$ cat src/rtl/epq_pkg.sv
// ----------------------------------------------------------------------------
// epq_pkg
// Shared types and constants of the entry pool with priority queues.
// ----------------------------------------------------------------------------
package epq_pkg;

	localparam int unsigned NumEntriesDef = 32;
	localparam int unsigned NumQueuesDef  = 8;
	localparam int unsigned PrioBitsDef   = 8;

	localparam int unsigned CmdW   = 3;
	localparam int unsigned QidW   = 3;
	localparam int unsigned EntW   = 5;
	localparam int unsigned PrioW  = 8;
	localparam int unsigned StatW  = 2;

	typedef enum logic [CmdW-1:0] {
		CMD_ALLOC  = 3'd0,
		CMD_FREE   = 3'd1,
		CMD_EMPTY  = 3'd2,
		CMD_INSERT = 3'd3,
		CMD_PEEK   = 3'd4,
		CMD_RMHEAD = 3'd5,
		CMD_RMENT  = 3'd6,
		CMD_TEST   = 3'd7
	} cmd_t;

	localparam logic [StatW-1:0] ST_OK   = 2'd0;
	localparam logic [StatW-1:0] ST_NONE = 2'd1;
	localparam logic [StatW-1:0] ST_ERR  = 2'd2;

endpackage

$ cat src/rtl/entry_pool_with_priority_queues.sv
// ----------------------------------------------------------------------------
// entry_pool_with_priority_queues
// Pool of entries with a free list and priority-ordered linked queues.
// ----------------------------------------------------------------------------
// Channel | Direction | Signals
// in      | input     | in_valid, in_ready, cmd, queue_id, entry, priority_req
// out     | output    | out_valid, out_ready, status, result_entry, queue_empty
//
// A command is decoded and then steps through each link that it visits
// (read, wait, step); a sorted insert, a remove entry or an empty queue walks
// up to NUM_ENTRIES links through the link memory, which has one registered
// read port. The block returns to idle after each transfer of a result.
// After reset a clearing pass over all NUM_ENTRIES entries sets up the free chain
// and the location table; no item is taken meanwhile.
// A held result blocks the next command until it is transferred.
// ----------------------------------------------------------------------------
module entry_pool_with_priority_queues
	import epq_pkg::*;
#(
	parameter int unsigned NUM_ENTRIES = NumEntriesDef,
	parameter int unsigned NUM_QUEUES  = NumQueuesDef,
	parameter int unsigned PRIO_BITS   = PrioBitsDef
) (
	input  logic             clk,
	input  logic             arst_n,
	input  logic             in_valid,
	output logic             in_ready,
	input  logic [CmdW-1:0]  cmd,
	input  logic [QidW-1:0]  queue_id,
	input  logic [EntW-1:0]  entry,
	input  logic [PrioW-1:0] priority_req,
	output logic             out_valid,
	input  logic             out_ready,
	output logic [StatW-1:0] status,
	output logic [EntW-1:0]  result_entry,
	output logic             queue_empty
);

	localparam int unsigned AW = $clog2(NUM_ENTRIES);
	localparam int unsigned QW = (NUM_QUEUES > 1) ? $clog2(NUM_QUEUES) : 1;
	localparam int unsigned CW = $clog2(NUM_ENTRIES + 1);
	localparam int unsigned LW = $clog2(NUM_QUEUES + 2);
	localparam logic [LW-1:0] LOC_ALLOC = LW'(NUM_QUEUES);
	localparam logic [LW-1:0] LOC_FREE  = LW'(NUM_QUEUES + 1);

	typedef enum logic [3:0] {
		S_INIT, S_IDLE, S_DECODE, S_RD, S_WAIT, S_STEP, S_FIN, S_WR2, S_OUT
	} state_t;

	typedef enum logic [2:0] {W_NONE, W_INSERT, W_UNLINK, W_CLEAR} walk_t;

	state_t state_q;
	walk_t  walk_q;

	logic [CmdW-1:0]      cmd_q;
	logic [QidW-1:0]      qid_q;
	logic [EntW-1:0]      ent_q;
	logic [PRIO_BITS-1:0] prio_q;

	logic [AW-1:0] qhead_q [NUM_QUEUES];
	logic [AW-1:0] qtail_q [NUM_QUEUES];
	logic [CW-1:0] qcnt_q  [NUM_QUEUES];
	logic [AW-1:0] fhead_q, ftail_q;
	logic [CW-1:0] fcnt_q;

	logic [AW-1:0] cur_q, prev_q, init_q;
	logic          have_prev_q;
	logic [CW-1:0] idx_q;

	logic [StatW-1:0] status_q;
	logic [EntW-1:0]  res_q;
	logic             qempty_q;

	// Link, priority and location memories.
	logic          lk_we, pr_we, lc_we;
	logic [AW-1:0] lk_wa, lk_ra, pr_wa, pr_ra, lc_wa, lc_ra;
	logic [AW-1:0] lk_wd, lk_rd;
	logic [PRIO_BITS-1:0] pr_wd, pr_rd;
	logic [LW-1:0] lc_wd, lc_rd;

	epq_ram #(.WIDTH(AW), .DEPTH(NUM_ENTRIES)) u_link (
		.clk(clk), .we(lk_we), .waddr(lk_wa), .wdata(lk_wd), .raddr(lk_ra), .rdata(lk_rd));
	epq_ram #(.WIDTH(PRIO_BITS), .DEPTH(NUM_ENTRIES)) u_prio (
		.clk(clk), .we(pr_we), .waddr(pr_wa), .wdata(pr_wd), .raddr(pr_ra), .rdata(pr_rd));
	epq_ram #(.WIDTH(LW), .DEPTH(NUM_ENTRIES)) u_loc (
		.clk(clk), .we(lc_we), .waddr(lc_wa), .wdata(lc_wd), .raddr(lc_ra), .rdata(lc_rd));

	logic          qok, eok;
	logic [QW-1:0] qi;
	logic [AW-1:0] ea;

	assign qok = 32'(qid_q) < NUM_QUEUES;
	assign eok = 32'(ent_q) < NUM_ENTRIES;
	assign qi  = QW'(qid_q);
	assign ea  = AW'(ent_q);

	assign in_ready     = (state_q == S_IDLE);
	assign out_valid    = (state_q == S_OUT);
	assign status       = status_q;
	assign result_entry = res_q;
	assign queue_empty  = qempty_q;

	// Read addresses: during a walk the link and priority of cur are read.
	always_comb begin
		lk_ra = cur_q;
		pr_ra = cur_q;
		lc_ra = ea;
		if (state_q == S_DECODE && cmd_q == CMD_ALLOC) begin
			lk_ra = fhead_q;
		end
	end

	always_ff @(posedge clk or negedge arst_n) begin
		if (!arst_n) begin
			state_q     <= S_INIT;
			walk_q      <= W_NONE;
			init_q      <= '0;
			fhead_q     <= AW'(NUM_ENTRIES - 1);
			ftail_q     <= '0;
			fcnt_q      <= CW'(NUM_ENTRIES);
			cur_q       <= '0;
			prev_q      <= '0;
			have_prev_q <= 1'b0;
			idx_q       <= '0;
			status_q    <= ST_OK;
			res_q       <= '0;
			qempty_q    <= 1'b0;
			lk_we       <= 1'b0;
			pr_we       <= 1'b0;
			lc_we       <= 1'b0;
			lk_wa       <= '0;
			pr_wa       <= '0;
			lc_wa       <= '0;
			lk_wd       <= '0;
			pr_wd       <= '0;
			lc_wd       <= '0;
			cmd_q       <= '0;
			qid_q       <= '0;
			ent_q       <= '0;
			prio_q      <= '0;
			for (int i = 0; i < NUM_QUEUES; i++) begin
				qhead_q[i] <= '0;
				qtail_q[i] <= '0;
				qcnt_q[i]  <= '0;
			end
		end else begin
			lk_we <= 1'b0;
			pr_we <= 1'b0;
			lc_we <= 1'b0;
			case (state_q)
				S_INIT: begin
					lk_we  <= 1'b1;
					lk_wa  <= init_q;
					lk_wd  <= (init_q == '0) ? '0 : init_q - AW'(1);
					pr_we  <= 1'b1;
					pr_wa  <= init_q;
					pr_wd  <= '0;
					lc_we  <= 1'b1;
					lc_wa  <= init_q;
					lc_wd  <= LOC_FREE;
					init_q <= init_q + AW'(1);
					if (32'(init_q) == NUM_ENTRIES - 1) begin
						state_q <= S_IDLE;
					end
				end
				S_IDLE: begin
					if (in_valid) begin
						cmd_q   <= cmd;
						qid_q   <= queue_id;
						ent_q   <= entry;
						prio_q  <= PRIO_BITS'(priority_req);
						state_q <= S_DECODE;
					end
				end
				S_DECODE: begin
					status_q    <= ST_OK;
					res_q       <= '0;
					cur_q       <= qhead_q[qi];
					have_prev_q <= 1'b0;
					prev_q      <= '0;
					idx_q       <= '0;
					walk_q      <= W_NONE;
					if (cmd_q == CMD_ALLOC || cmd_q == CMD_FREE || cmd_q == CMD_INSERT) begin
						state_q <= S_RD;
					end else if (!qok) begin
						status_q <= ST_ERR;
						state_q  <= S_FIN;
					end else begin
						case (cmd_q)
							CMD_EMPTY: begin
								walk_q  <= W_CLEAR;
								state_q <= S_RD;
							end
							CMD_PEEK, CMD_RMHEAD: begin
								if (qcnt_q[qi] == '0) begin
									status_q <= ST_NONE;
									state_q  <= S_FIN;
								end else begin
									res_q <= EntW'(qhead_q[qi]);
									if (cmd_q == CMD_RMHEAD) begin
										walk_q  <= W_UNLINK;
										ent_q   <= EntW'(qhead_q[qi]);
										state_q <= S_RD;
									end else begin
										state_q <= S_FIN;
									end
								end
							end
							CMD_RMENT: begin
								if (qcnt_q[qi] == '0 || !eok) begin
									status_q <= ST_NONE;
									state_q  <= S_FIN;
								end else begin
									walk_q  <= W_UNLINK;
									state_q <= S_RD;
								end
							end
							default: state_q <= S_FIN;
						endcase
					end
				end
				S_RD: begin
					// Read data for cur (link, priority) and for the named entry's location.
					state_q <= S_WAIT;
					if (walk_q == W_NONE) begin
						case (cmd_q)
							CMD_ALLOC: begin
								if (fcnt_q == '0) begin
									status_q <= ST_NONE;
								end else begin
									res_q   <= EntW'(fhead_q);
									fhead_q <= lk_rd;
									fcnt_q  <= fcnt_q - CW'(1);
									if (fcnt_q == CW'(1)) begin
										fhead_q <= '0;
										ftail_q <= '0;
									end
									lc_we <= 1'b1;
									lc_wa <= fhead_q;
									lc_wd <= LOC_ALLOC;
									pr_we <= 1'b1;
									pr_wa <= fhead_q;
									pr_wd <= '0;
								end
								state_q <= S_FIN;
							end
							default: ;
						endcase
					end
				end
				S_WAIT: begin
					state_q <= S_STEP;
					if (walk_q == W_NONE) begin
						if (!eok || lc_rd != LOC_ALLOC) begin
							status_q <= ST_ERR;
							state_q  <= S_FIN;
						end else if (cmd_q == CMD_FREE) begin
							if (fcnt_q == '0) begin
								fhead_q <= ea;
							end else begin
								lk_we <= 1'b1;
								lk_wa <= ftail_q;
								lk_wd <= ea;
							end
							ftail_q <= ea;
							fcnt_q  <= fcnt_q + CW'(1);
							lc_we   <= 1'b1;
							lc_wa   <= ea;
							lc_wd   <= LOC_FREE;
							state_q <= S_WR2;
						end else if (!qok) begin
							status_q <= ST_ERR;
							state_q  <= S_FIN;
						end else begin
							pr_we  <= 1'b1;
							pr_wa  <= ea;
							pr_wd  <= prio_q;
							lc_we  <= 1'b1;
							lc_wa  <= ea;
							lc_wd  <= LW'(qid_q);
							walk_q <= W_INSERT;
							state_q <= S_RD;
						end
					end
				end
				S_STEP: begin
					// One link per visit: lk_rd and pr_rd belong to cur_q.
					state_q <= S_RD;
					case (walk_q)
						W_CLEAR: begin
							if (idx_q == qcnt_q[qi]) begin
								qhead_q[qi] <= '0;
								qtail_q[qi] <= '0;
								qcnt_q[qi]  <= '0;
								state_q     <= S_FIN;
							end else begin
								lc_we <= 1'b1;
								lc_wa <= cur_q;
								lc_wd <= LOC_ALLOC;
								cur_q <= lk_rd;
								idx_q <= idx_q + CW'(1);
							end
						end
						W_INSERT: begin
							if (idx_q == qcnt_q[qi] || pr_rd < prio_q) begin
								state_q <= S_WR2;
								if (qcnt_q[qi] == '0 || idx_q == qcnt_q[qi]) begin
									lk_we <= 1'b1;
									lk_wa <= ea;
									lk_wd <= '0;
									if (qcnt_q[qi] != '0) begin
										prev_q <= qtail_q[qi];
										have_prev_q <= 1'b1;
									end else begin
										qhead_q[qi] <= ea;
										have_prev_q <= 1'b0;
									end
									qtail_q[qi] <= ea;
								end else begin
									lk_we <= 1'b1;
									lk_wa <= ea;
									lk_wd <= cur_q;
									if (!have_prev_q) begin
										qhead_q[qi] <= ea;
									end
								end
								qcnt_q[qi] <= qcnt_q[qi] + CW'(1);
							end else begin
								prev_q      <= cur_q;
								have_prev_q <= 1'b1;
								cur_q       <= lk_rd;
								idx_q       <= idx_q + CW'(1);
							end
						end
						W_UNLINK: begin
							if (idx_q == qcnt_q[qi]) begin
								status_q <= ST_NONE;
								res_q    <= '0;
								state_q  <= S_FIN;
							end else if (cur_q == ea) begin
								if (!have_prev_q) begin
									qhead_q[qi] <= lk_rd;
								end else begin
									lk_we <= 1'b1;
									lk_wa <= prev_q;
									lk_wd <= lk_rd;
								end
								if (qtail_q[qi] == cur_q) begin
									qtail_q[qi] <= prev_q;
								end
								qcnt_q[qi] <= qcnt_q[qi] - CW'(1);
								if (qcnt_q[qi] == CW'(1)) begin
									qhead_q[qi] <= '0;
									qtail_q[qi] <= '0;
								end
								lc_we    <= 1'b1;
								lc_wa    <= cur_q;
								lc_wd    <= LOC_ALLOC;
								res_q    <= EntW'(cur_q);
								state_q  <= S_FIN;
							end else begin
								prev_q      <= cur_q;
								have_prev_q <= 1'b1;
								cur_q       <= lk_rd;
								idx_q       <= idx_q + CW'(1);
							end
						end
						default: state_q <= S_FIN;
					endcase
				end
				S_WR2: begin
					// Second link write of a free or an insert.
					state_q <= S_FIN;
					if (cmd_q == CMD_FREE) begin
						lk_we <= 1'b1;
						lk_wa <= ea;
						lk_wd <= '0;
					end else if (have_prev_q) begin
						lk_we <= 1'b1;
						lk_wa <= prev_q;
						lk_wd <= ea;
					end
				end
				S_FIN: begin
					qempty_q <= qok ? (qcnt_q[qi] == '0) : 1'b1;
					if (status_q != ST_OK) begin
						res_q <= '0;
					end
					state_q <= S_OUT;
				end
				S_OUT: begin
					if (out_ready) begin
						state_q <= S_IDLE;
					end
				end
				default: state_q <= S_IDLE;
			endcase
		end
	end

	assert property (@(posedge clk) disable iff (!arst_n)
		(state_q == S_IDLE && in_valid) |=> state_q == S_DECODE)
		else $error("Accepted command did not start decoding.");
	assert property (@(posedge clk) disable iff (!arst_n)
		fcnt_q <= CW'(NUM_ENTRIES))
		else $error("Free count exceeds the pool size.");
	assert property (@(posedge clk) disable iff (!arst_n)
		(out_valid && !out_ready) |=> out_valid && $stable(status_q))
		else $error("Held result changed before transfer.");
	assert property (@(posedge clk) disable iff (!arst_n)
		!(in_ready && out_valid))
		else $error("Input taken while a result is pending.");

endmodule

$ cat src/rtl/epq_ram.sv
// ----------------------------------------------------------------------------
// epq_ram
// Generic single-port-write, single-port-read RAM with a registered read.
// ----------------------------------------------------------------------------
module epq_ram #(
	parameter int unsigned WIDTH = 8,
	parameter int unsigned DEPTH = 32
) (
	input  logic                     clk,
	input  logic                     we,
	input  logic [$clog2(DEPTH)-1:0] waddr,
	input  logic [WIDTH-1:0]         wdata,
	input  logic [$clog2(DEPTH)-1:0] raddr,
	output logic [WIDTH-1:0]         rdata
);

	logic [WIDTH-1:0] mem [DEPTH];

	always_ff @(posedge clk) begin
		if (we) begin
			mem[waddr] <= wdata;
		end
		rdata <= mem[raddr];
	end

endmodule

$ cat config.mk
export PLATFORM = sky130hd
export DESIGN_NAME = entry_pool_with_priority_queues
export DESIGN_NICKNAME = d
export VERILOG_FILES = /design/src/rtl/epq_pkg.sv /design/src/rtl/entry_pool_with_priority_queues.sv /design/src/rtl/epq_ram.sv
export SDC_FILE = /design/constraint.sdc
export NUM_CORES = 1
export LEC_CHECK = 0
export BUFFER_PORTS_ARGS = -buffer_cell sky130_fd_sc_hd__buf_2
export CORE_ASPECT_RATIO = 1.2
export CORE_MARGIN = 2
export CORE_UTILIZATION = 37
export CTS_CLUSTER_DIAMETER = 40
export DETAILED_ROUTE_END_ITERATION = 6
export PLACE_DENSITY = 0.59
export SYNTH_ARGS = -nofsm -noshare
export SYNTH_HDL_FRONTEND = slang
export SYNTH_SLANG_ARGS = --single-unit
$ cat constraint.sdc
create_clock -name clk -period 3.85 [get_ports clk]
set_input_delay 0.1925 -clock clk [delete_from_list [all_inputs] [get_ports clk]]
set_output_delay 0.1925 -clock clk [all_outputs]
set_load 0.03 [all_outputs]
Yosys cells after proc, flatten, opt, wreduce, memory -nomap -nowiden
Memory sizes are Yosys's and may differ from the RTL's. A register that Yosys moved wholly into a read port is not among the register bits. Index checks and enable logic that the tools add are counted.

Reduce and logical (&&, ||, !) cells: 45. Mux-type cells: 240. $add $sub $neg: 7. Bitwise logic cells: 8. Equal/unequal tests: 67. Magnitude comparators: 3.

Operator list (count): 40-bit 2-to-1 mux (24); 5-bit 2-to-1 mux (73); 40-bit one-hot mux with 3 select lines (2); 48-bit 2-to-1 mux (4); 40-bit AND (4); 40-bit bitwise mux (4); 48-bit one-hot mux with 3 select lines (1); 48-bit bitwise mux (2); 5-bit one-hot mux with 2 select lines (9); 5-bit one-hot mux with 4 select lines (4); 6-bit 2-to-1 mux (13); 48-bit AND (1); 4-bit 2-to-1 mux (12); 8-bit 2-to-1 mux (6); 2-bit inequality test (second input constant) (24); 48-bit NOT (1); 3-bit 2-to-1 mux (14); 40-bit NOT (1); 4-bit one-hot mux with 9 select lines (1); 1-bit 2-to-1 mux (33); 3-bit inequality test (second input constant) (11); 8-bit AND reduction (4); 5-bit binary-select mux with 3-bit select (2); 5-bit one-hot mux with 3 select lines (2); 61 further kinds (118).

Memories: 3. Bits in registers: 235. Memory bits (writable): 544. Logic and storage cells: 423. Bits of input ports: 23. Output and inout bits: 10.

Memory list: u_prio.mem (depth 32, width 8, read ports 1, clocked after Yosys merged registers in 1, write ports 1, RTL line epq_ram.sv:17) `logic [WIDTH-1:0] mem [DEPTH];`; u_link.mem (depth 32, width 5, read ports 1, clocked after Yosys merged registers in 1, write ports 1, RTL line epq_ram.sv:17); u_loc.mem (depth 32, width 4, read ports 1, clocked after Yosys merged registers in 1, write ports 1, RTL line epq_ram.sv:17).

Logic depth before layout (Yosys ltp)
Gate-level depths: netlist of the first run.

Depth in word-level cells: 16. Depth in mapped cells: 16. Depth with buffers taken out: 12.

Hierarchy
A second synthesis of the first run with hierarchy kept.

Cells, all modules: 2576. Area total of the unflattened synthesis: 36666.4 um^2.

Modules (own cells, without submodules): entry_pool_with_priority_queues (cells each 1651, times used 1, area an instance 15129.5 um^2, sequential area each 5863.1 um^2); epq_ram (u_prio) (cells each 417, times used 1, area an instance 10053.4 um^2, sequential area each 7847.5 um^2); epq_ram (u_link) (cells each 277, times used 1, area an instance 6344.8 um^2, sequential area each 4904.7 um^2); epq_ram (u_loc) (cells each 231, times used 1, area an instance 5138.7 um^2, sequential area each 3923.8 um^2).

Worst setup path before layout of the first run
Ideal clock, no wire load.

Path kind: register to register. From: register qid_q[0] (netlist: qi[0]). To: register qhead_q[35] (netlist bit). Setup time: 126 ps. Clock period less this slack: 3197 ps. Arrival time: 3071 ps. Required time: 3724 ps. Slack: 653 ps. Buffers on the path: 3. Cell stages (with the launch flop): 15. Cell sequence: dfrtp_1 > buf_6 > buf_6 > mux2_1 > a2bb2oi_1 > nand2_1 > ha_1 > nand4_1 > o41ai_4 > o211ai_2 > a21oi_1 > a21oi_1 > buf_6 > or3_4 > a221o_1.

Word-level cells in the longest chain between the ends: 16. Elaborated cells on any way between the ends: 40. Those cells by class: 2 x order compare; 7 x eq/ne; 21 x mux; 4 x bitwise; 6 x reduce/logical.

Ends and longest elaborated chain: from (decl) (RTL line entry_pool_with_priority_queues.sv:56) `logic [QidW-1:0] qid_q;`; from (signal assigned) (RTL line entry_pool_with_priority_queues.sv:169) `qid_q <= queue_id;`; 3-bit NOT with 4-bit output (implied by the code) (*); 4-bit greater-or-equal comparator (implied by the code) / 4-bit by 1-bit less-than comparator with 1-bit output (equally long branches); 1-bit logical AND (implied by the code); 5-bit 2-to-1 mux (implied by the code); 5-bit demux with 3-bit select; 40-bit bitwise mux (RTL line entry_pool_with_priority_queues.sv:342) `qhead_q[qi] <= lk_rd;`; 40-bit 2-to-1 mux (RTL line entry_pool_with_priority_queues.sv:341) `if (!have_prev_q) begin`; 40-bit 2-to-1 mux (RTL line entry_pool_with_priority_queues.sv:340) `end else if (cur_q == ea) begin`; 40-bit 2-to-1 mux (RTL line entry_pool_with_priority_queues.sv:336) `if (idx_q == qcnt_q[qi]) begin`; 40-bit 2-to-1 mux (RTL line entry_pool_with_priority_queues.sv:289) `case (walk_q)`; 40-bit 2-to-1 mux (RTL line entry_pool_with_priority_queues.sv:150) `case (state_q)`; 40-bit AND (no line); 40-bit 2-to-1 mux (RTL line entry_pool_with_priority_queues.sv:352) `if (qcnt_q[qi] == CW'(1)) begin`; 40-bit 2-to-1 mux (RTL line entry_pool_with_priority_queues.sv:340); 40-bit 2-to-1 mux (RTL line entry_pool_with_priority_queues.sv:336); 40-bit one-hot mux with 3 select lines (RTL line entry_pool_with_priority_queues.sv:289); to (signal, indexed assignment) (RTL line entry_pool_with_priority_queues.sv:342); to (decl) (RTL line entry_pool_with_priority_queues.sv:60) `logic [AW-1:0] qhead_q [NUM_QUEUES];`.

Every way passes the cells marked *; elsewhere a longest branch is shown, timed or not. The select of a mux whose other input is x is not followed. A chain may end at the register's enable or synchronous reset.

Worst setup path in the final report of the first run
From: register qid_q[0] (netlist: qi[0]). To: register qhead_q[8] (netlist bit).

The elaborated chain is that of the path after synthesis.

==> results of run 1 <==
[cell usage in the layout (no fill, tap or decap), drive strengths merged, types with 28 or more instances in the layout]
cell type | synthesis | routed
xnor2 | 28 | 28
a211oi | 35 | 35
mux4 | 146 | 146
edfxtp | 544 | 544
a31oi | 102 | 102
mux2 | 38 | 38
nand3 | 31 | 31
inv | 29 | 46
buf | 55 | 134
clkinv | 2 | 36
o21ai | 311 | 311
dfrtp | 228 | 228
o31ai | 37 | 37
nand2 | 280 | 280
a21oi | 102 | 102
mux2i | 54 | 54
nor2 | 234 | 234
o211ai | 29 | 29
o22ai | 36 | 36
clkbuf | 160 | 118
[power breakdown]
part	internal, mW	switching, mW
clock network	6.07	3.90
registers	10.6	1.46
logic	4.93	8.39
[cell families after synthesis]
group	Yosys count
flops	795
compound gates	777
simple gates	730
buf+inv	246
mux	238
xor+xnor	30
fa+ha+maj	22
[layout make-up]
cell class | count | area [um^2]
Clock inverter | 71 | 938
Timing Repair Buffer | 155 | 1230
Sequential cell | 795 | 22600
Inverter | 31 | 116
Multi-Input combinational cell | 1797 | 13300
Fill cell | 8817 | 55900
Tap cell | 1280 | 1600
Antenna cell | 1 | 2.50
Clock buffer | 118 | 2690
[sequential cells by signal (all words and copies together), names as in the netlist, 8 cells and up]
signal	flops
pr_wd	8
prio_q	8
qcnt_q	48
qhead_q	40
qtail_q	40
u_link.mem	160
u_loc.mem	128
u_prio.mem	256
u_prio.rdata	8
[worst max-delay path, delay by kind of cell, from the launching register on]
kind | cells | cell delay, ns
adder cells (fa/ha/maj) | 1 | 0.20
buffers and inverters | 1 | 0.17
AND/OR/NAND/NOR | 2 | 0.32
multiplexers | 2 | 0.49
flip-flops | 1 | 0.60
AO/OA/AOI/OAI | 6 | 1.76
[routing by layer]
layer	vias up	wire length (um)
li1	11100	-
met1	12800	41500
met2	1079	49800
met3	215	7170
met4	4	3470
met5	-	23
[repair_timing]
action,CTS,global route
setup endpoints to repair,0,15
gates resized for setup,0,2
hold buffers,21,0
hold endpoints to repair,135,0
[final timing paths]
path / start / end / slack, ns
max: qi[0] / qhead_q[8] / 0.23
min: out_ready / state_q[3] / 0.11
max reg2reg: qi[0] / qhead_q[8] / 0.23
min reg2reg: fcnt_q[5] / fcnt_q[5] / 0.49
max in group asynchronous: arst_n / fhead_q[3] / 2.53
min in group asynchronous: arst_n / qtail_q[13] / 0.23
[stage by stage]
step           cell area [um^2]  instances  setup WS, ns
6_report                  42400       4248         0.233
5_1_grt                   42400       4247        0.0477
4_1_cts                   42400       4247         0.160
3_5_place_dp              38600       4037         0.178
3_3_place_gp              38600       4037         0.324
2_1_floorplan             36800       2838         0.653
==> run metrics, run 1 <==
Port Buf Inserts=32; Clk Tree Root Cell=clkbuf_16; syn avg cell area=approximately 13 um^2; die area=0.102 mm^2; CTS tree=yes; H-tree Lvls=3; # IOs=33; count leader, synth=edfxtp_1; final setup skew=between 0.02 and 0.03 ns; Synth Warn #=0; busiest grt layer=met2; Core ar.=a little under 0.1 mm^2; HPWL after detailed placement=between 60000 and 70000 um; final period utilization=0.940; VDD IR-drop max=0.000536 V; Layout area overhead=15.4%; leakage power total=15.1 nW; hold depth=4; Synth Area in Compound Gates=0.135; leading area contributor after synthesis=edfxtp_1; post-layout util=0.431; post-route minimum period=3.62 ns; CTS sink cnt=795; post-DR wirelength/cell=24.0 um; GRT Total Usage=0.199; CP Class=flop to flop; Peak Freq=approximately 280 MHz; met2 Use GR=0.331; Netlist Area Pre-Place=0.0368 mm^2; CTS Buffer Depth=3; WL final=102000 um; critical-path cell list=mux2i_1 > mux4_2 > nand2_2 > inv_1 > ha_1 > nand4_1 > o41ai_4 > o211ai_2 > a2111o_2 > o22ai_2 > a22o_1 > a221o_1; post-route ant nets=0; initial antenna violation count=3; slowest CP cell=a2111o_2; Pins Over Slew Limit=0; Core Rows=126; worst-path fanout max=21; Starting Density=0.374; hold slack=0.111 ns; mux share of post-synthesis cell area=0.116; TritonCTS Buffers=100; DIE WIDTH=approximately 290 um; Synth Area in Adders=0.00749; Die H=approximately 350 um; CP Launch Type=flop; Post CTS Setup Buffer Count=0; setup_tns=0 ns; Least-Margin Pin Slew=1.21 ns; simple-gate share of the synthesized area=0.0944; MaxCap Viol Count=0; vias per std cell=5.92; predominant post-synthesis flop cell=edfxtp_1; Syn Inst Count=around 2800; Seq/Total Area, Yosys=0.613; vias in the first global route=25500; Clock transition at path regs=0.06 ns; Nets=~2900; Clock Latency Late Sink=0.68 ns; CP max stage delay=0.62 ns; Via Count=around 25000; GPL Wtd Cong=0.918; Syn Nets=2883; combinational family with the most area after synthesis=compound AO/OA/AOI/OAI gates; EDFF count, synth=544; RSZ-0062 raised after global routing=no; status=complete, but fails checks; met1 global-route usage=0.260; max_slew headroom=0.194; Crit. End Element=flop; Synth async-reset ratio=0.294; Hold Fails Final Rpt=0; total gr overflow=0; pin count of the biggest net entering global routing=between 100 and 150; Post-synth top cells=edfxtp_1 (544), nand2_1 (279), o21ai_0 (259); critical path required time=4.46 ns; Area contributors post-synth=edfxtp_1 (44%), dfrtp_1 (16%), mux4_2 (8.9%); met3 Use GR=0.0343; Synth Area in XOR/XNOR=0.00715; failing checks=design-rule violations; Tot Pwr=35.3 mW; fraction of layout instances using a drive strength above 1=0.190; Worst Hold Class=input port to flop; first-pass GRT wire length=157000 um; Seq cells post-synth=795; DR pass1 iterations=7; count of cell types in the netlist=99; 1st-iter DRT viols=3033; final count of negative-setup-slack endpoints=0; data arrival time of the worst path=4.22 ns; PD cells=between 800 and 900 mW/mm^2; cells on worst reg2reg path=12; top cell type's share of synthesized area=0.444; DRC viols=2
(Power assumes the default switching activity.)
==> run 2, diff against run 1 <==
- CELL_PAD_IN_SITES_DETAIL_PLACEMENT: unset -> 1
- CELL_PAD_IN_SITES_GLOBAL_PLACEMENT: unset -> 1
- CORE_ASPECT_RATIO: 1.2 -> unset
- CTS_CLUSTER_DIAMETER: 40 -> 100
- PLACE_DENSITY: 0.59 -> 0.67
==> run 2 against run 1 <==
  * The run now ends clean
  * Worst setup slack worse by 0.063 ns
  * Clock power shrank 14%
  * Register-to-register slack got worse by 0.06 ns
  * Clock skew grew 0.0079 ns
  * Sequential power barely moved
  * Core utilization down 0.67 points
  * Routed wire length up 11%
  * Combinational power rose by 5%
  * Critical path depth rose by 1
  * Maximum frequency decreased by 1.7%
  * Global-route usage is 2.0 points higher
  * Worst hold slack got worse by 0.050 ns
  * Highest routed layer unchanged
==> run metrics, run 2 (synthesized netlist as in run 1, its figures left out) <==
status=finished clean; Crit. End Element=flop; initial antenna violation count=1; total gr overflow=0; CTS tree=yes; post-route ant nets=0; Starting Density=0.374; data arrival time of the worst path=4.27 ns; GRT Total Usage=0.219; pin count of the biggest net entering global routing=about 130; WL final=114000 um; CP delay by family, top=compound AO/OA/AOI/OAI gates; CTS Buffer Depth=3; worst-path fanout max=29; Clock Latency Late Sink=about 0.67 ns; VDD IR-drop max=0.000533 V; RSZ-0062 raised after global routing=yes; final period utilization=0.956; Port Buf Inserts=32; antenna cells=0; busiest grt layer=met2; top flop regs=u_prio.mem: 256 flops, u_link.mem: 160 flops, u_loc.mem: 128 flops; vias per std cell=just over 6; setup_tns=0 ns; HPWL after detailed placement=73500 um; hold slack=approximately 0.061 ns; CP max stage delay=0.65 ns; CP Launch Type=flop; critical-path cell list=buf_12 > mux2i_1 > mux4_2 > nand2_2 > inv_1 > ha_1 > nand4_1 > o41ai_4 > o211ai_2 > a2111o_2 > o22ai_2 > a22o_1 > a221o_1; # IOs=33; DIE WIDTH=319 um; vias in the first global route=between 20000 and 30000; Least-Margin Pin Slew=1.26 ns; Core Rows=roughly 120; DRC viols=0; 1st-iter DRT viols=2494; Clk Tree Root Cell=clkbuf_16; critical path required time=4.44 ns; slowest CP cell=a2111o_2; PD cells=829 mW/mm^2; max reg flops=~260; Layout area overhead=13.7%; met2 Use GR=0.352; first-pass GRT wire length=171000 um; Worst Hold Class=input port to flop; Clock transition at path regs=0.06 ns; CP Buf/Inv Count=2; Nets=~2900; final count of negative-setup-slack endpoints=0; TritonCTS Buffers=86; Hold Fails Final Rpt=0; Pins Over Slew Limit=0; Die H=319 um; CTS sink cnt=795; final setup skew=0.0329 ns; Core ar.=0.0984 mm^2; met1 global-route usage=0.305; Peak Freq=272 MHz; Largest Register=u_prio.mem; fraction of layout instances using a drive strength above 1=0.180; die area=slightly above 0.1 mm^2; DR pass1 iterations=5; pre-CTS setup slack=0.152 ns; H-tree Lvls=3; GPL Wtd Cong=0.890; Via Count=25700; commonest non-fill, non-tap cell in the layout=edfxtp_1; Final WS setup=0.170 ns; CP Class=flop to flop; post-DR wirelength/cell=26.9 um; leakage power total=14.8 nW; MaxCap Viol Count=0; post-route minimum period=3.68 ns; max_slew headroom=0.161; most frequent cells in the layout=edfxtp_1 (544), nand2_1 (279), o21ai_0 (258); met3 Use GR=0.0339
-- run 2: cell count changes in the layout (fill, tap and decap cells not counted), sizes merged --
| cell | before | now |
|---|---|---|
| clkbuf | 118 | 115 |
| inv | 46 | 34 |
| bufinv | 14 | 11 |
| buf | 134 | 138 |
| a31oi | 102 | 103 |
| clkinvlp | 6 | 3 |
| clkinv | 36 | 28 |
| dlygate4sd3 | 21 | 20 |
| diode | 1 | 0 |
-- run 2: path summary, 6_finish.rpt --
check	startpoint	to	slack (ns)	cells after the start
setup / recovery	qi[0]	qhead_q[33]	0.17	13
hold / removal	out_ready	state_q[3]	0.06	4
setup reg to reg	qi[0]	qhead_q[33]	0.17	13
hold reg to reg	fcnt_q[4]	fcnt_q[4]	0.50	1
max in group asynchronous	arst_n	qtail_q[31]	2.56	3
min in group asynchronous	arst_n	fcnt_q[2]	0.29	2
-- run 2: routing by layer --
metal | vias to the layer above | routed length, um
li1 | 11000 | -
met3 | 200 | 7210
met4 | 2 | 3220
met5 | - | 13
met2 | 898 | 53500
met1 | 13500 | 49700
-- run 2: final cells by class --
type	count	area (um^2)
flip-flops and latches	795	22500
clock buffers	115	2340
well taps	1287	1610
fillers	10200	56600
inverters	31	116
multi-input cells	1798	13400
clock inverters	45	568
repair buffers	158	1240
-- run 2: what timing repair did --
| item | in CTS | in global routing |
|---|---|---|
| gates resized for setup | 0 | 10 |
| endpoints found under the hold margin | 137 | 0 |
| hold buffers | 20 | 0 |
| buffers inserted | 0 | 3 |
| endpoints found under the setup margin | 0 | 49 |
-- run 2: stage by stage --
step / cell area, um^2 / util / cells / total power [mW]
global route: 41800 / 0.425 / 4229 / 36.2
global placement: 38600 / 0.392 / 4045 / 25.3
CTS: 41700 / 0.424 / 4225 / 34.5
detailed placement: 38600 / 0.392 / 4045 / 25.8
finish: 41800 / 0.425 / 4229 / 34.6
floorplan: 36800 / - / 2838 / 20.6
-- run 2: report_power, final --
part | internal (mW) | switching, mW
Clock | 5.06 | 3.54
Combinational | 5.01 | 8.91
Sequential | 10.6 | 1.57
Total | 20.6 | 14.0
-- run 2: tightest hold or removal path, stage by stage --
cell     delay [ns]
buf_2          0.15
inv_1          0.12
a32oi_1        0.11
nor2_1         0.10
